`src/rtl/core/sfs_pkg.sv`:
```
// Package: shared constants, stage payload types and a helper function for the subtractor.
`timescale 1ns / 1ps
package sfs_pkg;

	localparam int unsigned WordW = 32;
	localparam int unsigned ExpW = 8;
	localparam int unsigned FracW = 23;
	localparam int unsigned MantW = FracW + 1;
	localparam int unsigned LzW = 5;
	localparam logic [ExpW-1:0] ExpMax = 8'hFF;

	// Stage 1 -> 2: aligned operands
	typedef struct packed {
		logic             bypass;
		logic [WordW-1:0] bypass_word;
		logic             sa;
		logic             sb;
		logic             add_op;
		logic [ExpW-1:0]  er;
		logic [MantW-1:0] ma;
		logic [MantW-1:0] mb;
	} align_t;

	// Stage 2 -> 3: raw magnitude result
	typedef struct packed {
		logic             bypass;
		logic [WordW-1:0] bypass_word;
		logic             sr;
		logic             add_op;
		logic [ExpW-1:0]  er;
		logic [MantW:0]   mr;
	} sum_t;

	// Width of one pipeline register: fits the wider stage payload
	localparam int unsigned PipeW = $bits(align_t) > $bits(sum_t) ?
		$bits(align_t) : $bits(sum_t);

	// Leading zero count of a 24-bit mantissa (valid for nonzero input)
	function automatic logic [LzW-1:0] lzc24(input logic [MantW-1:0] m);
		logic [LzW-1:0] n;
		logic           found;
		n = '0;
		found = 1'b0;
		for (int i = MantW - 1; i >= 0; i--) begin
			if (!found && m[i]) begin
				found = 1'b1;
				n = LzW'(MantW - 1 - i);
			end
		end
		return n;
	endfunction

endpackage

```
`src/rtl/core/single_float_subtract.sv`:
```
// Top level: three-stage pipelined truncating single-precision subtractor.
// Each operand pair passes through the stage 1, stage 2 and stage 3 registers in turn.
// Throughput: one item per cycle while no stage stalls; stage 1 aligns (exponent compare and
// right shift), stage 2 adds or subtracts magnitudes, stage 3 normalizes.
// A stall holds every stage in place; a bubble is filled when the next stage frees.
// Reset (arst_n low) clears all valid bits; data registers are not reset.
`timescale 1ns / 1ps
module single_float_subtract (
	input  logic        clk,
	input  logic        arst_n,
	input  logic        in_valid,
	output logic        in_ready,
	input  logic [31:0] minuend_bits,
	input  logic [31:0] subtrahend_bits,
	output logic        out_valid,
	input  logic        out_ready,
	output logic [31:0] difference_bits
);
	localparam int unsigned PW = sfs_pkg::PipeW;

	// ---------------- Stage 1 logic: unpack, special cases, align
	sfs_pkg::align_t al_d;
	logic [7:0]  ea, eb, shift_amt;
	logic [22:0] fa, fb;
	logic [23:0] ma_full, mb_full;

	always_comb begin
		ea = minuend_bits[30:23];
		eb = subtrahend_bits[30:23];
		fa = minuend_bits[22:0];
		fb = subtrahend_bits[22:0];
		ma_full = {1'b1, fa};
		mb_full = {1'b1, fb};
		al_d = '0;
		al_d.sa = minuend_bits[31];
		al_d.sb = subtrahend_bits[31];
		al_d.add_op = minuend_bits[31] != subtrahend_bits[31];
		// zero operands pass straight through
		if (ea == '0 && fa == '0) begin
			al_d.bypass = 1'b1;
			al_d.bypass_word = {~subtrahend_bits[31], subtrahend_bits[30:0]};
		end else if (eb == '0 && fb == '0) begin
			al_d.bypass = 1'b1;
			al_d.bypass_word = minuend_bits;
		end
		if (ea < eb) begin
			shift_amt = eb - ea;
			al_d.er = eb;
			al_d.ma = (shift_amt >= 8'd24) ? '0 : (ma_full >> shift_amt[4:0]);
			al_d.mb = mb_full;
		end else begin
			shift_amt = ea - eb;
			al_d.er = ea;
			al_d.ma = ma_full;
			al_d.mb = (shift_amt >= 8'd24) ? '0 : (mb_full >> shift_amt[4:0]);
		end
	end

	logic          v1, r1;
	logic [PW-1:0] d1;
	sfs_pkg::align_t al_s1;

	sfs_pipe_reg u_s1 (
		.clk(clk), .arst_n(arst_n),
		.in_valid(in_valid), .in_ready(in_ready),
		.in_data(PW'(al_d)),
		.out_valid(v1), .out_ready(r1), .out_data(d1)
	);
	assign al_s1 = sfs_pkg::align_t'(d1[$bits(sfs_pkg::align_t)-1:0]);

	// ---------------- Stage 2 logic: magnitude add or subtract
	sfs_pkg::sum_t sm_d;

	always_comb begin
		sm_d = '0;
		sm_d.bypass = al_s1.bypass;
		sm_d.bypass_word = al_s1.bypass_word;
		sm_d.add_op = al_s1.add_op;
		sm_d.er = al_s1.er;
		if (al_s1.add_op) begin
			sm_d.mr = {1'b0, al_s1.ma} + {1'b0, al_s1.mb};
			sm_d.sr = al_s1.sa;
		end else if (al_s1.ma >= al_s1.mb) begin
			sm_d.mr = {1'b0, al_s1.ma - al_s1.mb};
			sm_d.sr = al_s1.sa;
		end else begin
			sm_d.mr = {1'b0, al_s1.mb - al_s1.ma};
			sm_d.sr = ~al_s1.sb;
		end
	end

	logic          v2, r2;
	logic [PW-1:0] d2;
	sfs_pkg::sum_t sm_s2;

	sfs_pipe_reg u_s2 (
		.clk(clk), .arst_n(arst_n),
		.in_valid(v1), .in_ready(r1),
		.in_data(PW'(sm_d)),
		.out_valid(v2), .out_ready(r2), .out_data(d2)
	);
	assign sm_s2 = sfs_pkg::sum_t'(d2[$bits(sfs_pkg::sum_t)-1:0]);

	// ---------------- Stage 3 logic: normalize, saturate, flush, pack
	logic [31:0] res_d;
	logic [4:0]  lz;
	logic [23:0] mn;
	logic [8:0]  er_inc;

	always_comb begin
		lz = sfs_pkg::lzc24(sm_s2.mr[23:0]);
		mn = sm_s2.mr[23:0] << lz;
		er_inc = {1'b0, sm_s2.er} + 9'd1;
		if (sm_s2.bypass) begin
			res_d = sm_s2.bypass_word;
		end else if (sm_s2.add_op) begin
			if (sm_s2.mr[24]) begin
				if (er_inc[8]) res_d = {sm_s2.sr, sfs_pkg::ExpMax, 23'd0};
				else res_d = {sm_s2.sr, er_inc[7:0], sm_s2.mr[23:1]};
			end else begin
				res_d = {sm_s2.sr, sm_s2.er, sm_s2.mr[22:0]};
			end
		end else if (sm_s2.mr == '0) begin
			res_d = '0;  // exact cancellation gives +0
		end else if ({3'b0, lz} > sm_s2.er) begin
			res_d = {sm_s2.sr, 31'd0};  // underflow flushes to signed zero
		end else begin
			res_d = {sm_s2.sr, sm_s2.er - {3'b0, lz}, mn[22:0]};
		end
	end

	logic [PW-1:0] d3;

	sfs_pipe_reg u_s3 (
		.clk(clk), .arst_n(arst_n),
		.in_valid(v2), .in_ready(r2),
		.in_data(PW'(res_d)),
		.out_valid(out_valid), .out_ready(out_ready), .out_data(d3)
	);
	assign difference_bits = d3[31:0];

`ifndef SYNTHESIS
	a_out_hold: assert property (@(posedge clk) disable iff (!arst_n)
		out_valid && !out_ready |=> out_valid && $stable(difference_bits))
		else $error("result changed while stalled");
	a_s2_hold: assert property (@(posedge clk) disable iff (!arst_n)
		v2 && !r2 |=> v2)
		else $error("stage 2 item lost during stall");
	a_s1_hold: assert property (@(posedge clk) disable iff (!arst_n)
		v1 && !r1 |=> v1)
		else $error("stage 1 item lost during stall");
`endif
endmodule

```
`src/rtl/core/sfs_pipe_reg.sv`:
```
// Module: one elastic pipeline register stage with valid bit and stall hold.
`timescale 1ns / 1ps
module sfs_pipe_reg (
	input  logic                       clk,
	input  logic                       arst_n,
	input  logic                       in_valid,
	output logic                       in_ready,
	input  logic [sfs_pkg::PipeW-1:0]  in_data,
	output logic                       out_valid,
	input  logic                       out_ready,
	output logic [sfs_pkg::PipeW-1:0]  out_data
);
	logic                      valid_q;
	logic [sfs_pkg::PipeW-1:0] data_q;

	assign in_ready  = !valid_q || out_ready;
	assign out_valid = valid_q;
	assign out_data  = data_q;

	always_ff @(posedge clk or negedge arst_n) begin
		if (!arst_n) begin
			valid_q <= 1'b0;
		end else if (in_ready) begin
			valid_q <= in_valid;
		end
	end

	always_ff @(posedge clk) begin
		if (in_ready && in_valid) begin
			data_q <= in_data;
		end
	end
endmodule

```
`config.mk`:
```
export PLATFORM = sky130hd
export DESIGN_NAME = single_float_subtract
export DESIGN_NICKNAME = d
export VERILOG_FILES = /design/src/rtl/core/sfs_pkg.sv /design/src/rtl/core/single_float_subtract.sv /design/src/rtl/core/sfs_pipe_reg.sv
export SDC_FILE = /design/constraint.sdc
export NUM_CORES = 1
export LEC_CHECK = 0
export BUFFER_PORTS_ARGS = -buffer_cell sky130_fd_sc_hd__buf_2
export CORE_MARGIN = 3
export CORE_UTILIZATION = 57
export DETAILED_ROUTE_END_ITERATION = 16
export GPL_TIMING_DRIVEN = 1
export HOLD_SLACK_MARGIN = 0.05
export PLACE_DENSITY = 0.79
export SETUP_SLACK_MARGIN = 0.3
export SLEW_MARGIN = 0
export SYNTH_ARGS = -nofsm -noshare
export SYNTH_HDL_FRONTEND = slang
export SYNTH_SLANG_ARGS = --single-unit
```
`constraint.sdc`:
```
create_clock -name clk -period 4.3 [get_ports clk]
set_clock_uncertainty 0.2 [all_clocks]
set_input_delay 0.43 -clock clk [delete_from_list [all_inputs] [get_ports clk]]
set_output_delay 0.43 -clock clk [all_outputs]
set_load 0.01 [all_outputs]
```
==> metrics.csv <==
stage,metric,value,unit
yosys,Ys Warns,0,
timing,fin. max-slew vios,0,
floorplanning,I/O pins,102,
worst_setup_path,CP startpoint kind,flip-flop,
clock_tree,CTS tree,done,
routing,Pre-antenna DRT Iters,8,
routing,top sig layer,met4,
global_route,first-pass GRT wire length,79400,um
clock_tree,Max H-tree Level,4,
timing,Fin. Hold Viols,0,
floorplanning,# rows,60,
yosys,"Net Count, Synth",1945,
outcome,status,completed,
cells_and_area,nets@finish,2062,
yosys,Synth Cell Area,15900,um2
power_and_ir_drop,combinational power share,44.3,%
clock_tree,CTS buffer count,17,
timing,TNS Setup,0,ns
cells_and_area,most frequent cells in the layout,"nand2_1 (201), edfxtp_1 (192), o21ai_0 (132)",
yosys,synth unique cells,87,
yosys,top_reg_cell synth,edfxtp_1,
timing,Worst slew margin,38.5,%
placement,Port Buffers,101,
clock_tree,root buffer cell,clkbuf_16,
timing,f_max,249,MHz
routing,DRT iter0 DRCs,1798,
flow_run,max cap viols,0,
worst_setup_path,crit path max fanout,9,
global_route,initial antenna violation count,0,
clock_tree,clk buf depth,2,
cells_and_area,Syn-to-layout area delta,13.9,%
power_and_ir_drop,Cell Int Power,4580,uW
timing,fin crit share,93.4,%
routing,DRC,0,
worst_setup_path,CP arrival,4.11,ns
yosys,Synth async-reset ratio,1.54,%
power_and_ir_drop,Power Dens Cells,425,nW/um2
min_path,Hold Path Class,primary input to flip-flop,
timing,clock period minus worst slack,4.01,ns
power_and_ir_drop,Pleak,0.00750,uW
global_route,vias in the first global route,13800,
timing,Worst-Margin Slew,0.923,ns
power_and_ir_drop,sw power,3120,uW
power_and_ir_drop,Clk pwr share,22.0,%
floorplanning,DIE HEIGHT,173,um
routing,wire length on met2,23200,um
global_route,largest net degree at the start of global routing,63,
routing,vias per cell,6.46,
routing,met1 wire length,21900,um
yosys,cell count after synthesis,1778,
worst_setup_path,WS Path Type,flip-flop to flip-flop,
placement,DP HPWL,40600,um
floorplanning,Starting Density,58.6,%
routing,WL/cell,22.9,um
timing,RSZ-0062 raised after global routing,yes,
floorplanning,die width,173,um
clock_tree,clock sink count,195,
power_and_ir_drop,Flop pwr share,33.7,%
routing,"antenna viol nets, final",0,
worst_setup_path,Required @ worst endpoint,4.40,ns
routing,DR vias,14700,
placement,gpl congestion,1.04,
worst_setup_path,Critical Path Sink Type,flip-flop,
power_and_ir_drop,Max IR drop VDD,0.272,mV
clock_tree,clk slew on worst S/H paths,0.08,ns
yosys,Yosys reg bits,195,
cells_and_area,"commonest non-fill, non-tap cell in the layout",nand2_1,
floorplanning,die area,30000,um2
cells_and_area,share of cells above drive strength 1,16.4,%
yosys,Synth area leaders,"edfxtp_1 (36%), ha_1 (7.3%), mux2i_1 (5.7%)",
floorplanning,Core ar.,27200,um2
routing,WL final,52100,um
yosys,syn avg cell area,8.95,um2
cells_and_area,Final Util,66.7,%
yosys,"EDFF count, synth",192,
cells_and_area,diode count,0,
global_route,grt ovf,0,
timing,"Setup violations, final",0,
power_and_ir_drop,sw frac,40.5,%
yosys,Synth top area share,36.2,%
yosys,"Seq/Total Area, Yosys",36.7,%
yosys,cell taking the most area after synthesis,edfxtp_1,
global_route,Overall Global Routing Usage,33.8,%
routing,WL met3,4990,um
clock_tree,Clock Latency Late Sink,0.44,ns
-- final timing paths --
check	from	endpoint	slack [ns]	cells after the start
setup / recovery	u_s2.out_data[22]	u_s3.out_data[15]	0.29	16
hold / removal	out_ready	u_s3.out_valid	0.09	3
setup reg to reg	u_s2.out_data[22]	u_s3.out_data[15]	0.29	16
hold reg to reg	u_s1.out_data[51]	u_s2.out_data[28]	0.22	0
max in group asynchronous	arst_n	u_s3.out_valid	3.68	2
min in group asynchronous	arst_n	u_s2.out_valid	0.12	2
-- cell type report --
type | count | area (um2)
Sequential cell | 195 | 5840
Fill cell | 2206 | 9050
Multi-Input combinational cell | 1342 | 9360
Clock inverter | 15 | 220
Tap cell | 372 | 465
Clock buffer | 17 | 425
Timing Repair Buffer | 205 | 1310
Inverter | 134 | 503
-- cells in the mapped netlist, types with 11 or more instances --
| cell type | count |
|---|---|
| a211oi_1 | 32 |
| a21o_1 | 21 |
| a21oi_1 | 125 |
| a22o_1 | 32 |
| a22oi_1 | 30 |
| and2_1 | 17 |
| and3_1 | 11 |
| clkbuf_1 | 89 |
| edfxtp_1 | 192 |
| ha_1 | 93 |
| inv_1 | 131 |
| mux2_2 | 23 |
| mux2i_1 | 91 |
| nand2_1 | 202 |
| nand2b_1 | 24 |
| nand3_1 | 27 |
| nand4_1 | 12 |
| nor2_1 | 122 |
| nor2b_1 | 13 |
| nor3_1 | 23 |
| nor4_1 | 18 |
| o211ai_1 | 21 |
| o21ai_0 | 137 |
| o21ai_1 | 29 |
| o21bai_1 | 13 |
| o31ai_1 | 29 |
| xnor2_1 | 24 |
| xor2_1 | 13 |
-- sequential cells by signal (all words and copies together) (netlist names) --
register,flops
u_s1.out_data,92
u_s1.out_valid,1
u_s2.out_data,68
u_s2.out_valid,1
u_s3.out_data,32
u_s3.out_valid,1
-- cells by family (layout without fill, tap and decap cells) --
kind of cell	after synthesis	after routing	synth area share [%]
buf+inv	241	371	5.91
simple gates	507	507	14.9
xor+xnor	37	37	2.04
mux	124	124	8.77
fa+ha+maj	99	99	8.07
compound gates	575	575	23.6
flops	195	195	36.7
-- per-layer routing --
metal	vias to the layer above	GRT usage, %
li1	6797	-
met1	6908	47.4
met2	882	52.4
met3	134	6.24
met4	0	12.5
met5	-	0
-- per-stage QoR --
| step | hold WS [ns] | setup WS (ns) | total power (uW) | instances | instance area [um2] |
|---|---|---|---|---|---|
| after detailed placement | 0.0292 | 0.127 | 5830 | 2223 | 17100 |
| after CTS | 0.0741 | 0.298 | 7520 | 2265 | 17900 |
| final | 0.0929 | 0.285 | 7710 | 2280 | 18100 |
| after global routing | 0.108 | 0.131 | 8080 | 2280 | 18100 |
| after floorplan | -0.0656 | 0.253 | 4770 | 1778 | 16000 |
| after global placement | 0.0261 | 0.183 | 5810 | 2223 | 17100 |
-- what timing repair did --
action	4_1_cts	5_1_grt
pin swaps	4	12
buffers inserted	6	15
hold buffers	4	0
resized for setup	2	27
endpoints found under the setup margin	21	34
endpoints found under the hold margin	6	0
-- power by group through the flow --
stage	clock, uW	combinational (uW)	sequential [uW]
floorplan	0	2160	2610
global placement	0	3180	2630
detailed placement	0	3190	2640
CTS	1700	3230	2600
global route	1780	3670	2630
finish	1690	3410	2600
-- critical path, stage by stage, from the launching register on --
cell      delay (ns)
edfxtp_1        0.48
nor4_4          0.31
buf_4           0.19
nand4_1         0.17
or3_4           0.47
nand2_4         0.08
inv_1           0.10
ha_4            0.31
a21o_1          0.14
a21oi_4         0.08
o21ai_4         0.21
o31ai_4         0.10
buf_6           0.18
nor2_4          0.15
nand2_4         0.11
or4_1           0.51
nand3_1         0.09
No activity file was read; power rests on OpenSTA's default activity.
